===== src/rtl/core/fbpa_pkg.sv =====
package fbpa_pkg;

    localparam int MAX_BLOCKS = 64;
    localparam int IDX_W      = 6;   // block index / link width
    localparam int CNT_W      = 7;   // block count width (0..MAX_BLOCKS)

    typedef enum logic {
        OP_ACQUIRE = 1'b0,
        OP_RELEASE = 1'b1
    } t_opcode;

    typedef enum logic [1:0] {
        STS_OK      = 2'd0,
        STS_EMPTY   = 2'd1,
        STS_DOUBLE  = 2'd2,
        STS_INVALID = 2'd3
    } t_status;

    typedef enum logic {
        ST_IDLE = 1'b0,
        ST_EXEC = 1'b1
    } t_state;

    // one entry of the block table
    typedef struct packed {
        logic             in_use;
        logic [IDX_W-1:0] link;
    } t_entry;

    // request from the control logic to the block table
    typedef struct packed {
        logic             clear;
        logic             rd_en;
        logic [IDX_W-1:0] rd_addr;
        logic             wr_en;
        logic [IDX_W-1:0] wr_addr;
        t_entry           wr_data;
    } t_ram_req;

endpackage


===== src/rtl/core/fbpa_link_ram.sv =====
module fbpa_link_ram (
    input  logic              i_clk,
    input  logic              i_rst_n,
    input  fbpa_pkg::t_ram_req i_req,
    output fbpa_pkg::t_entry  o_rd_entry
);
    import fbpa_pkg::*;

    t_entry                r_mem [MAX_BLOCKS];
    logic [MAX_BLOCKS-1:0] r_valid;
    t_entry                r_rd_data;
    logic                  r_rd_valid;
    logic [IDX_W-1:0]      r_rd_addr;

    always_ff @(posedge i_clk) begin
        if (i_req.wr_en) begin
            r_mem[i_req.wr_addr] <= i_req.wr_data;
        end
        if (i_req.rd_en) begin
            r_rd_data <= r_mem[i_req.rd_addr];
            r_rd_addr <= i_req.rd_addr;
        end
    end

    // an entry never written since init reads as free, linked to its successor
    always_ff @(posedge i_clk) begin
        if (!i_rst_n) begin
            r_valid    <= '0;
            r_rd_valid <= 1'b0;
        end else begin
            if (i_req.clear) begin
                r_valid <= '0;
            end else if (i_req.wr_en) begin
                r_valid[i_req.wr_addr] <= 1'b1;
            end
            if (i_req.rd_en) begin
                r_rd_valid <= r_valid[i_req.rd_addr];
            end
        end
    end

    always_comb begin
        if (r_rd_valid) begin
            o_rd_entry = r_rd_data;
        end else begin
            o_rd_entry.in_use = 1'b0;
            o_rd_entry.link   = r_rd_addr + IDX_W'(1);
        end
    end

endmodule


===== src/rtl/core/fbpa_ctrl.sv =====
module fbpa_ctrl (
    input  logic                       i_clk,
    input  logic                       i_rst_n,
    input  logic                       i_start,
    input  logic                       i_opcode,
    input  logic [6:0]                 i_block_index,
    input  logic                       i_cfg_we,
    input  logic [6:0]                 i_cfg_data,
    input  fbpa_pkg::t_entry           i_rd_entry,
    output fbpa_pkg::t_ram_req         o_req,
    output logic                       o_busy,
    output logic                       o_valid,
    output logic [1:0]                 o_status,
    output logic [fbpa_pkg::IDX_W-1:0] o_granted_index,
    output logic [fbpa_pkg::CNT_W-1:0] o_free_blocks
);
    import fbpa_pkg::*;

    t_state           r_state, n_state;
    t_opcode          r_op, n_op;
    logic [CNT_W-1:0] r_idx, n_idx;
    logic [CNT_W-1:0] r_pool, n_pool;
    logic [IDX_W-1:0] r_head, n_head;
    logic [CNT_W-1:0] r_count, n_count;
    logic             r_valid, n_valid;
    t_status          r_status, n_status;
    logic [IDX_W-1:0] r_granted, n_granted;
    logic [CNT_W-1:0] r_free, n_free;
    logic [CNT_W-1:0] cfg_sat;

    always_comb begin
        if (i_cfg_data == '0) begin
            cfg_sat = CNT_W'(1);
        end else if (i_cfg_data > CNT_W'(MAX_BLOCKS)) begin
            cfg_sat = CNT_W'(MAX_BLOCKS);
        end else begin
            cfg_sat = i_cfg_data;
        end
    end

    always_comb begin
        n_state   = r_state;
        n_op      = r_op;
        n_idx     = r_idx;
        n_pool    = r_pool;
        n_head    = r_head;
        n_count   = r_count;
        n_valid   = 1'b0;
        n_status  = r_status;
        n_granted = r_granted;
        n_free    = r_free;
        o_req     = '0;

        case (r_state)
            ST_IDLE: begin
                if (i_start) begin
                    n_op        = t_opcode'(i_opcode);
                    n_idx       = i_block_index;
                    o_req.rd_en = 1'b1;
                    o_req.rd_addr = (t_opcode'(i_opcode) == OP_ACQUIRE) ?
                                    r_head : i_block_index[IDX_W-1:0];
                    n_state     = ST_EXEC;
                end
            end
            ST_EXEC: begin
                n_valid   = 1'b1;
                n_granted = '0;
                n_status  = STS_OK;
                if (r_op == OP_ACQUIRE) begin
                    if (r_count == '0 || {1'b0, r_head} >= r_pool) begin
                        n_status = STS_EMPTY;
                    end else begin
                        o_req.wr_en          = 1'b1;
                        o_req.wr_addr        = r_head;
                        o_req.wr_data.in_use = 1'b1;
                        o_req.wr_data.link   = i_rd_entry.link;
                        n_granted            = r_head;
                        n_head               = i_rd_entry.link;
                        n_count              = r_count - CNT_W'(1);
                    end
                end else begin
                    if (r_idx >= r_pool) begin
                        n_status = STS_INVALID;
                    end else if (!i_rd_entry.in_use) begin
                        n_status = STS_DOUBLE;
                    end else begin
                        o_req.wr_en          = 1'b1;
                        o_req.wr_addr        = r_idx[IDX_W-1:0];
                        o_req.wr_data.in_use = 1'b0;
                        o_req.wr_data.link   = r_head;
                        n_head               = r_idx[IDX_W-1:0];
                        n_count              = r_count + CNT_W'(1);
                    end
                end
                n_free  = n_count;
                n_state = ST_IDLE;
            end
            default: begin
                n_state = ST_IDLE;
            end
        endcase

        // cfg write resets the pool; write only while idle, unchecked
        if (i_cfg_we) begin
            n_pool      = cfg_sat;
            n_head      = '0;
            n_count     = cfg_sat;
            o_req.clear = 1'b1;
        end
    end

    always_ff @(posedge i_clk) begin
        if (!i_rst_n) begin
            r_state <= ST_IDLE;
            r_pool  <= CNT_W'(MAX_BLOCKS);
            r_head  <= '0;
            r_count <= CNT_W'(MAX_BLOCKS);
            r_valid <= 1'b0;
        end else begin
            r_state <= n_state;
            r_pool  <= n_pool;
            r_head  <= n_head;
            r_count <= n_count;
            r_valid <= n_valid;
        end
    end

    always_ff @(posedge i_clk) begin
        r_op      <= n_op;
        r_idx     <= n_idx;
        r_status  <= n_status;
        r_granted <= n_granted;
        r_free    <= n_free;
    end

    assign o_busy          = (r_state != ST_IDLE);
    assign o_valid         = r_valid;
    assign o_status        = r_status;
    assign o_granted_index = r_granted;
    assign o_free_blocks   = r_free;

endmodule


===== src/rtl/core/fixed_block_pool_allocator_unit.sv =====
// Fixed-size block pool with a LIFO free list. Pulse start while busy is low
// with an opcode (acquire or release) and, for release, a block index. The
// result (status, granted index, free count) is registered at the end of
// the execute state and appears for exactly one cycle with o_valid high; it
// cannot be held off, so capture it when o_valid is seen. An operation first
// reads the block table (a synchronous read issued as start is taken) and
// then, in the execute state, checks, updates and writes back the entry. busy
// is high during the execute state only, so a new transaction can be issued
// in the cycle the result is shown.
// Writing the block-count register (the user must do so only while no
// operation is pending; the block does not enforce this) frees all blocks at
// once with no sweep; values of 0 read as 1 and values above 64 as 64.
module fixed_block_pool_allocator_unit (
    input  logic       i_clk,
    input  logic       i_rst_n,
    input  logic       start,
    output logic       busy,
    input  logic       i_opcode,
    input  logic [6:0] i_block_index,
    input  logic       i_cfg_we,
    input  logic [6:0] i_cfg_data,
    output logic       o_valid,
    output logic [1:0] o_status,
    output logic [5:0] o_granted_index,
    output logic [6:0] o_free_blocks
);
    import fbpa_pkg::*;

    t_ram_req ram_req;
    t_entry   rd_entry;

    fbpa_ctrl u_ctrl (
        .i_clk           (i_clk),
        .i_rst_n         (i_rst_n),
        .i_start         (start),
        .i_opcode        (i_opcode),
        .i_block_index   (i_block_index),
        .i_cfg_we        (i_cfg_we),
        .i_cfg_data      (i_cfg_data),
        .i_rd_entry      (rd_entry),
        .o_req           (ram_req),
        .o_busy          (busy),
        .o_valid         (o_valid),
        .o_status        (o_status),
        .o_granted_index (o_granted_index),
        .o_free_blocks   (o_free_blocks)
    );

    fbpa_link_ram u_link_ram (
        .i_clk      (i_clk),
        .i_rst_n    (i_rst_n),
        .i_req      (ram_req),
        .o_rd_entry (rd_entry)
    );

endmodule

===== config.mk =====
export PLATFORM = sky130hd
export DESIGN_NAME = fixed_block_pool_allocator_unit
export DESIGN_NICKNAME = d
export VERILOG_FILES = /design/src/rtl/core/fbpa_pkg.sv /design/src/rtl/core/fbpa_link_ram.sv /design/src/rtl/core/fbpa_ctrl.sv /design/src/rtl/core/fixed_block_pool_allocator_unit.sv
export SDC_FILE = /design/constraint.sdc
export NUM_CORES = 1
export LEC_CHECK = 0
export BUFFER_PORTS_ARGS = -buffer_cell sky130_fd_sc_hd__clkbuf_2
export CAP_MARGIN = 25
export CELL_PAD_IN_SITES_DETAIL_PLACEMENT = 1
export CELL_PAD_IN_SITES_GLOBAL_PLACEMENT = 1
export CORE_MARGIN = 8
export CORE_UTILIZATION = 35
export DETAILED_ROUTE_END_ITERATION = 12
export GPL_ROUTABILITY_DRIVEN = 0
export GPL_TIMING_DRIVEN = 0
export PLACE_DENSITY_LB_ADDON = 0.1
export SYNTH_ARGS = -nofsm -noshare
export SYNTH_HDL_FRONTEND = slang
export SYNTH_SLANG_ARGS = --single-unit

===== constraint.sdc =====
create_clock -name i_clk -period 6 [get_ports i_clk]
set_input_delay 0 -clock i_clk [delete_from_list [all_inputs] [get_ports i_clk]]
set_output_delay 0 -clock i_clk [all_outputs]
set_load 0.01 [all_outputs]

==> out/metrics.csv, run 1 <==
stage,metric,value,unit
run_status,status,"finished, final reports clean",
synthesis,synthMuxAreaShare,6.01,%
placed_design,port_buffers,34,
sta,holdWs,0.125,ns
synthesis,synthAdderAreaFrac,0.830,%
global_route,use_met3,2.93,%
worst_setup_path,worstPathRequired,6.24,ns
sta,rsz0062_at_grt,no,
min_path,min_from,i_block_index[6],
placed_design,post_dp_cell_area,25800,sq um
placed_design,hpwl,56600,um
sta,fin_skew,0.0243,ns
synthesis,synth_top_family_by_area,compound AO/OA/AOI/OAI gates,
clock_tree,cts.sinks,571,
routing,dr.pass1.iters,5,
die,start_util,35.2,%
die,dieArea,77600,sq um
global_route,grt_pass1_vias,16474,
worst_setup_path,worst_r2r_path_depth,10,
pwr,power_leakage,9.44,nW
routing,wl_per_cell,28.2,um
min_path,hold_path_class,in -> reg,
sta,tightestPinTransition,1.03,ns
sta,fin_setup_tns,0,ns
min_path,holdPathStages,2,
clock_tree,cts_buffer_depth,3,
clock_tree,tritoncts,built,
clock_tree,htree_num_levels,3,
worst_setup_path,r2r-start,u_ctrl.r_head[0],
worst_setup_path,worstPathArrival,4.73,ns
worst_setup_path,path_class,reg -> reg,
synthesis,yosysSeqAreaShare,67.4,%
synthesis,synth_compound_area_share,11.7,%
die,die_h,279,um
sta,hold_viol,0,
worst_setup_path,worst-r2r-setup-slack,1.51,ns
clock_tree,cts-root-buf,clkbuf_16,
global_route,top_usage_layer,met2,
routing,num_vias,15862,
finish,areaGrowthSynthToFinish,16.6,%
worst_setup_path,r2r-end,u_link_ram.r_mem[39][6],
global_route,grt_use_met2,33.9,%
sta,slew-limit-headroom,31.1,%
synthesis,synth_top_area_cell,edfxtp_1,
placed_design,place_ws,1.10,ns
synthesis,ys_ff_latch,571,
worst_setup_path,crit_family,simple AND/OR/NAND/NOR gates,
global_route,antenna_found_initial,0,
worst_setup_path,crit_fanout,10,
routing,wl,81100,um
finish,layout-drive-gt1-share,14.3,%
clock_tree,cts_buffers,67,
flow_run,max_cap_viol_count,0,
worst_setup_path,end_kind,register,
synthesis,async_flop_share,0,%
global_route,globalRoute.totalOverflow,0,
synthesis,synthTopCellsByArea,"edfxtp_1 (60%), dfxtp_1 (7.2%), nand2_1 (4.1%)",
synthesis,ys_types,79,
finish,final_util,41.1,%
finish,nFillCells,7076,
pwr,cellPowerDensity,318,nW/um^2
worst_setup_path,cpMaxStageDelayCell,nor3_1,
global_route,grt_pass1_wl,118000,um
synthesis,synth_edf_count,484,
worst_setup_path,start_kind,register,
sta,slew_viol_final,0,
synthesis,synth_top_area_share,60.2,%
sta,finalCritPeriodShare,74.8,%
finish,ff_latch_area,16300,sq um
synthesis,synth.most_common_cell,edfxtp_1,
finish,final_cell_count_no_fill,2873,
clock_tree,insertion_delay,0.62,ns
synthesis,synth_commonest_cells,"edfxtp_1 (484), nand2_1 (265), nor2_1 (103), dfxtp_1 (87), mux2i_1 (83)",
synthesis,syn-cell-area,24100,sq um
clock_tree,cts_setup_buffers,0,
synthesis,synth-simple-area-share,10.3,%
synthesis,syn_inst,1800,
global_route,grt_use_total,20.7,%
synthesis,synth_top_flop_cell,edfxtp_1,
synthesis,synth_warnings,0,
finish,finish.instance_area,28100,sq um
die,core-area,68500,sq um
worst_setup_path,cp_num_cells,10,
sta,setup-violations-final,0,
die,die_w,279,um
global_route,grt_max_degree,37,
finish,multiInputGateArea,7110,sq um
routing,vias_per_cell,5.52,
finish,nets,1975,
sta,finalWorstSetupSlack,1.51,ns
clock_tree,path_clk_slew,0.06,ns
routing,drt-initial-drc-count,1314,
worst_setup_path,critical_path.max_stage_delay,0.71,ns
worst_setup_path,cp_num_buf_inv,2,
worst_setup_path,critPathLaunch,u_ctrl.r_head[0],
die,ios,36,
synthesis,synth_nets,1835,
worst_setup_path,cp_cell_sequence,inv_1 > ha_1 > nand2b_1 > a211oi_1 > o22ai_1 > nor3_1 > a21boi_1 > or3_1 > buf_2 > nor2_1,
sta,fmax,223,MHz
routing,ant_nets,0,
pwr,finalPower,8.93,mW
sta,fin_crit,4.49,ns
global_route,met1_usage,28.6,%
pwr,ir_drop,0.210,mV
synthesis,avgSynthCellArea,13.4,sq um
routing,drc_errors,0,
placed_design,place_inst,2732,
die,rows,96,
synthesis,yosys.area_share.xor_xnor,0.399,%
min_path,min_to,u_ctrl.r_idx[6],
## cell type report
type | count | share of cell area [%]
Sequential cell | 571 | 57.8
Clock inverter | 31 | 1.11
Inverter | 30 | 0.400
Multi-Input combinational cell | 1065 | 25.3
Timing Repair Buffer | 71 | 2.49
Tap cell | 882 | 3.92
Antenna cell | 1 | 0.00889
Buffer | 134 | 2.44
Clock buffer | 88 | 6.50
## sequential cells by signal, indices dropped and copies added, names as in the netlist, 2 cells and up
| register | flops |
|---|---|
| u_link_ram.r_mem | 448 |
| u_ctrl.r_pool | 7 |
| u_ctrl.o_status | 2 |
| u_link_ram.r_rd_data | 7 |
| u_ctrl.o_granted_index | 6 |
| u_ctrl.r_head | 6 |
| u_ctrl.r_idx | 7 |
| u_ctrl.o_free_blocks | 7 |
| u_link_ram.r_valid | 64 |
| u_link_ram.r_rd_addr | 6 |
| u_ctrl.r_count | 7 |
## layout by cell type, fill, tap and decap left out, types with 15 or more instances in the layout
cell type      synthesis  layout
mux2i_1               83      83
edfxtp_1             484     484
a21oi_1               65      65
dlygate4sd3_1          0      20
a211oi_1              73      73
buf_2                 37      37
nor2_1               103      96
o21ai_1               15      15
dfxtp_1               87      87
o31ai_1               24      24
a22oi_1               26      26
inv_1                 27      27
clkbuf_16              0      69
clkbuf_1              62      77
mux4_2                24      24
and3_1                80      80
ha_1                  16      16
a31oi_1               37      37
o21ai_0               36      36
nand2_1              265     265
nand3_1               23      23
clkbuf_2               0      35
a311oi_1              37      37
## metal layers
metal	wire, um	share of wire, %
met4	1780	2.2
met1	37600	46
met2	38300	47
met5	0	0
met3	3440	4.2
## cell families after synthesis
family                     Yosys count
AOI/OAI and AO/OA                  389
and+or+nand+nor                    535
DFF                                571
buffers and inverters              164
adders and majority gates           16
xor gates and xnor gates            11
muxes                              114
## report_power, final
part	total [mW]	switching, mW	internal (mW)
logic	0.571	0.398	0.173
clock network	4.03	1.66	2.37
registers	4.33	0.0212	4.31
## how the worst max path moves through the flow
stage / slack (ns) / endpoint
floorplan: 2.11 / u_link_ram.r_mem[0][0]
global placement: -1.41 / u_link_ram.r_mem[20][4]
detailed placement: 1.10 / u_link_ram.r_rd_data[3]
CTS: 1.12 / u_link_ram.r_rd_data[3]
global route: 1.34 / u_link_ram.r_rd_data[1]
finish: 1.51 / u_link_ram.r_mem[39][6]
## what timing repair did
action | CTS | global route
endpoints found under the setup margin | 0 | 0
endpoints found under the hold margin | 24 | 0
gates resized for setup | 0 | 0
hold buffers | 20 | 0
(Power assumes the default switching activity.)
==> inputs of run 2 (changes only) <==
- clock period: 6 -> 4.66 ns (I/O delays scaled with it)
==> run 2 against run 1 <==
Against the previous run: count of clock-buffer cells in the layout is the same; critical endpoint unchanged; utilization is essentially flat; largest cell class unchanged; critical path type unchanged; critical path depth is the same.
==> out/metrics.csv, run 2 (same netlist as run 1, synthesis figures left out) <==
stage,metric,value,unit
run_status,status,"finished, final reports clean",
die,ios,36,
finish,layout-drive-gt1-share,14.3,%
finish,final_cell_count_no_fill,2871,
sta,holdWs,0.124,ns
clock_tree,cts_buffer_depth,3,
die,dieArea,77600,sq um
finish,final_common_cell,edfxtp_1,
sta,slew_viol_final,0,
finish,diodes,0,
clock_tree,cts.sinks,571,
clock_tree,path_clk_slew,0.06,ns
pwr,power.switching_fraction,23.3,%
routing,ant_nets,0,
worst_setup_path,r2r-start,u_ctrl.r_head[0],
die,start_util,35.2,%
finish,final_util,41.1,%
finish,reg_top3,"u_link_ram.r_mem: 448 flops, u_link_ram.r_valid: 64 flops",
routing,num_vias,15861,
global_route,grt_pass1_wl,118000,um
die,die_w,279,um
clock_tree,cts-root-buf,clkbuf_16,
min_path,hold_path_class,in -> reg,
die,core-area,68500,sq um
die,die_h,279,um
min_path,min_to,u_ctrl.r_idx[6],
clock_tree,cts_setup_buffers,0,
pwr,internal-power,8.82,mW
finish,areaGrowthSynthToFinish,16.5,%
global_route,grt_pass1_vias,16474,
worst_setup_path,path_class,reg -> reg,
placed_design,hpwl,56600,um
worst_setup_path,worstPathArrival,4.73,ns
sta,finalWorstSetupSlack,0.169,ns
global_route,grt_use_total,20.7,%
finish,nets,1974,
routing,wl,81000,um
global_route,grt_max_degree,37,
placed_design,port_buffers,34,
clock_tree,tritoncts,built,
sta,fin_setup_tns,0,ns
routing,dr.pass1.iters,5,
sta,rsz0062_at_grt,no,
pwr,ir_drop,0.268,mV
finish,largest_reg_flops,448,
worst_setup_path,cp_cell_sequence,inv_1 > ha_1 > nand2b_1 > a211oi_1 > o22ai_1 > nor3_1 > a21boi_1 > or3_1 > buf_2 > nor2_1,
flow_run,max_cap_viol_count,0,
worst_setup_path,start_kind,register,
finish,final_cell_mix,"edfxtp_1 (484), nand2_1 (265), nor2_1 (96), dfxtp_1 (86), mux2i_1 (83)",
worst_setup_path,end_kind,register,
placed_design,place_ws,-0.240,ns
worst_setup_path,worst-r2r-setup-slack,0.17,ns
sta,fin_crit,4.49,ns
pwr,p_sw,2.67,mW
worst_setup_path,r2r-end,u_link_ram.r_mem[39][6],
finish,nFillCells,7077,
sta,hold_viol,0,
sta,fin_skew,0.0246,ns
routing,vias_per_cell,5.52,
sta,setup-violations-final,0,
sta,slew-limit-headroom,30.7,%
min_path,holdPathStages,2,
placed_design,place_inst,2732,
routing,wl_per_cell,28.2,um
clock_tree,cts_buffers,67,
worst_setup_path,crit_fanout,10,
sta,finalCritPeriodShare,96.4,%
pwr,power_leakage,9.43,nW
finish,largest_register,u_link_ram.r_mem,
global_route,antenna_found_initial,0,
pwr,finalPower,11.5,mW
worst_setup_path,crit_family,simple AND/OR/NAND/NOR gates,
finish,finish.instance_area,28100,sq um
die,rows,96,
worst_setup_path,cp_num_buf_inv,2,
worst_setup_path,critical_path.max_stage_delay,0.71,ns
global_route,globalRoute.totalOverflow,0,
min_path,min_from,i_block_index[6],
pwr,power.share.clock,45.1,%
clock_tree,htree_num_levels,3,
sta,fmax,223,MHz
sta,tightestPinTransition,1.03,ns
worst_setup_path,worstPathRequired,4.90,ns
worst_setup_path,cpMaxStageDelayCell,nor3_1,
pwr,p_seq_share,48.5,%
worst_setup_path,worst_r2r_path_depth,10,
pwr,comb_power_share,6.4,%
worst_setup_path,critPathLaunch,u_ctrl.r_head[0],
clock_tree,insertion_delay,0.62,ns
placed_design,post_dp_cell_area,25800,sq um
pwr,cellPowerDensity,409,nW/um^2
routing,drc_errors,0,
routing,drt-initial-drc-count,1317,
## run 2: metal layers
layer / part of all wire (%) / up-vias / track usage (%)
met5: 0 / - / 0
met4: 2.2 / 0 / 5.83
met3: 4.4 / 94 / 2.93
met2: 47 / 354 / 33.9
met1: 46 / 8239 / 28.6
li1: - / 7174 / -
## run 2: area by class of cell
type	instances	area (sq um)	area share, %
plain buffers	134	686	2.44
well taps	882	1100	3.92
inverters	30	113	0.400
flip-flops and latches	571	16300	57.9
clock buffers	88	1830	6.50
multi-input cells	1065	7120	25.3
clock inverters	31	313	1.11
repair buffers	70	687	2.44
## run 2: timing repair
item                                    in CTS  in global routing
endpoints found under the setup margin       7                  1
resized for setup                            1                  1
hold endpoints to repair                    24                  0
hold buffers                                20                  0
## run 2: how the worst max path moves through the flow
| stage | slack (ns) | endpoint | depth (start not counted) |
|---|---|---|---|
| 2_1_floorplan | 0.77 | u_link_ram.r_mem[0][0] | 9 |
| 3_3_place_gp | -2.75 | u_link_ram.r_mem[20][4] | 8 |
| 3_5_place_dp | -0.24 | u_link_ram.r_rd_data[3] | 10 |
| 4_1_cts | 0.09 | u_link_ram.r_rd_data[1] | 12 |
| 5_1_grt | 0.04 | u_link_ram.r_rd_data[4] | 10 |
| 6_report | 0.17 | u_link_ram.r_mem[39][6] | 10 |
## run 2: power by group through the flow
stage                     sequential [mW]  combinational, mW  clock, mW
after floorplan                      5.68              0.394          0
after global placement               5.70              0.679          0
after detailed placement             5.69              0.717          0
after CTS                            5.58              0.732       5.28
after global routing                 5.58              0.780       5.47
final                                5.58              0.732       5.19
==> inputs of run 3 (changes only) <==
- RECOVER_POWER: not set -> 25
- REMOVE_ABC_BUFFERS: not set -> 1
==> run 3 against run 2 <==
Against the previous run: the run now ends with capacitance limit, slew limit left; global-route usage shrank 2.5 points; clock power is 3% lower; maximum frequency is 1.6% higher; combinational power down 10%; final cell count shrank 3.8%; count of clock-buffer cells in the layout down 2; first-iteration DRC count fell by 34%; clock skew up 0.0044 ns; critical path type unchanged; utilization decreased by 0.48 points; setup slack improved by 0.071 ns; die area stayed put; sequential power hardly changed.
==> out/metrics.csv, run 3 (same netlist as run 1, synthesis figures left out) <==
stage,metric,value,unit
global_route,grt_use_total,18.2,%
die,die_h,279,um
sta,slew_viol_final,38,
finish,largest_register,u_link_ram.r_mem,
finish,reg_top3,"u_link_ram.r_mem: 448 flops, u_link_ram.r_valid: 64 flops",
worst_setup_path,start_kind,register,
global_route,globalRoute.totalOverflow,0,
global_route,grt_max_degree,82,
die,dieArea,77600,sq um
worst_setup_path,cp_cell_sequence,nand2b_1 > inv_4 > buf_16 > nand2b_4 > buf_16 > inv_6 > buf_16 > nand3_1 > o22ai_1 > nor4_2 > o21ai_0 > and3_1,
worst_setup_path,r2r-end,u_link_ram.r_rd_data[5],
pwr,cellPowerDensity,405,nW/um^2
worst_setup_path,cp_num_cells,12,
sta,slew-limit-headroom,-26.2,%
sta,fmax,226,MHz
die,die_w,279,um
clock_tree,cts.sinks,571,
pwr,internal-power,8.64,mW
worst_setup_path,crit_family,simple AND/OR/NAND/NOR gates,
clock_tree,path_clk_slew,0.05,ns
worst_setup_path,crit_top_cell,buf_16,
die,rows,96,
global_route,grt_pass1_wl,107000,um
finish,final_common_cell,edfxtp_1,
finish,layout-drive-gt1-share,11.7,%
worst_setup_path,crit_end,u_link_ram.r_rd_data[5],
finish,final_cell_mix,"edfxtp_1 (484), nand2_1 (263), nor2_1 (95), dfxtp_1 (86), mux2i_1 (83)",
placed_design,hpwl,44700,um
pwr,power.share.clock,44.5,%
sta,setup-violations-final,0,
sta,hold_viol,0,
worst_setup_path,worstPathArrival,4.77,ns
worst_setup_path,path_class,reg -> reg,
pwr,ir_drop,0.232,mV
pwr,p_seq_share,49.6,%
worst_setup_path,worstPathRequired,5.01,ns
routing,drt-initial-drc-count,868,
die,core-area,68500,sq um
routing,num_vias,15155,
pwr,comb_power_share,5.8,%
placed_design,port_buffers,35,
run_status,violations,"capacitance limit, slew limit",
routing,dr.pass1.iters,4,
routing,wl,71500,um
worst_setup_path,r2r-start,u_ctrl.o_busy,
sta,fin_crit,4.42,ns
finish,areaGrowthSynthToFinish,15.2,%
routing,ant_nets,0,
finish,nFillCells,6994,
sta,finalWorstSetupSlack,0.241,ns
worst_setup_path,cp_num_buf_inv,5,
routing,wl_per_cell,25.9,um
finish,nets,1861,
pwr,power.switching_fraction,23.2,%
worst_setup_path,worst_r2r_path_depth,12,
placed_design,place_ws,-0.557,ns
worst_setup_path,end_kind,register,
pwr,p_sw,2.61,mW
worst_setup_path,worst-r2r-setup-slack,0.24,ns
global_route,grt_pass1_vias,15808,
sta,tightestPinTransition,1.89,ns
worst_setup_path,crit_fanout,71,
finish,largest_reg_flops,448,
clock_tree,insertion_delay,0.60,ns
sta,fin_setup_tns,0,ns
die,ios,36,
routing,drc_errors,0,
min_path,hold_path_class,in -> reg,
clock_tree,cts_buffer_depth,3,
worst_setup_path,critical_path.max_stage_delay,0.53,ns
routing,vias_per_cell,5.49,
global_route,antenna_found_initial,0,
sta,finalCritPeriodShare,94.8,%
sta,rsz0062_at_grt,no,
clock_tree,cts-root-buf,clkbuf_16,
clock_tree,htree_num_levels,3,
die,start_util,35.2,%
pwr,power_leakage,9.17,nW
flow_run,max_cap_viol_count,2,
sta,fin_skew,0.0290,ns
clock_tree,tritoncts,built,
clock_tree,cts_buffers,67,
run_status,status,"finished, violations left",
worst_setup_path,critPathLaunch,u_ctrl.o_busy,
worst_setup_path,cpMaxStageDelayCell,dfxtp_4,
## run 3: cell types whose count changed in the layout (fill, tap and decap cells not counted), moves of 10 or more
cell | before | now
buf_2 | 37 | 1
clkbuf_1 | 77 | 43
clkbuf_2 | 35 | 11
buf_16 | 3 | 18
buf_6 | 14 | 0
buf_1 | 12 | 0
buf_4 | 11 | 1
## run 3: worst min-delay path by stage
| stage | from | to | depth (start not counted) |
|---|---|---|---|
| after floorplan | i_block_index[0] | u_ctrl.r_idx[0] | 0 |
| after global placement | i_block_index[6] | u_ctrl.r_idx[6] | 1 |
| after detailed placement | i_block_index[6] | u_ctrl.r_idx[6] | 1 |
| after CTS | i_block_index[6] | u_ctrl.r_idx[6] | 2 |
| after global routing | i_block_index[6] | u_ctrl.r_idx[6] | 2 |
| final | i_block_index[6] | u_ctrl.r_idx[6] | 2 |
## run 3: timing repair
item / 4_1_cts / 5_1_grt
setup endpoints to repair: 328 / 14
hold endpoints to repair: 24 / 0
gates cloned: 2 / 0
resized for setup: 12 / 2
setup buffers: 3 / 1
pin swaps: 1 / 0
hold buffers: 23 / 0
## run 3: worst register-to-register path, cell delays in order, from the launching register on
cell	delay, ns
dfxtp_4	0.53
nand2b_1	0.35
inv_4	0.19
buf_16	0.25
nand2b_4	0.35
buf_16	0.29
inv_6	0.31
buf_16	0.29
nand3_1	0.40
o22ai_1	0.24
nor4_2	0.46
o21ai_0	0.28
and3_1	0.22
## run 3: through the flow
stage          cell area (sq um)  cells  total power, mW  util, %  hold slack [ns]
2_1_floorplan              23400   1666             6.05        -           0.0989
3_3_place_gp               24700   2583             6.31     36.1            0.184
3_5_place_dp               25500   2609             6.34     37.2            0.188
4_1_cts                    27900   2758             11.4     40.7            0.108
5_1_grt                    27800   2760             11.6     40.6            0.128
6_report                   27800   2761             11.3     40.6            0.136
## run 3: power by group through the flow
stage,sequential (mW),combinational (mW),clock [mW]
detailed placement,5.70,0.641,0
global route,5.59,0.715,5.33
CTS,5.59,0.675,5.15
floorplan,5.69,0.363,0
finish,5.59,0.657,5.01
global placement,5.70,0.603,0
## run 3: routing by layer
metal / global-route usage, % / part of all wire [%]
met1: 25.0 / 46
met3: 2.59 / 3.5
met4: 4.95 / 2.0
met2: 30.0 / 48
met5: 0 / 0
## run 3: layout make-up
class | count | area (sq um) | area share, %
Timing Repair Buffer | 89 | 1020 | 3.68
Clock buffer | 86 | 1810 | 6.51
Sequential cell | 571 | 16300 | 58.6
Timing Repair inverter | 1 | 8.76 | 0.0315
Multi-Input combinational cell | 1066 | 7160 | 25.8
Tap cell | 882 | 1100 | 3.97
Inverter | 30 | 136 | 0.491
Clock inverter | 35 | 268 | 0.963
Antenna cell | 1 | 2.50 | 0.00900
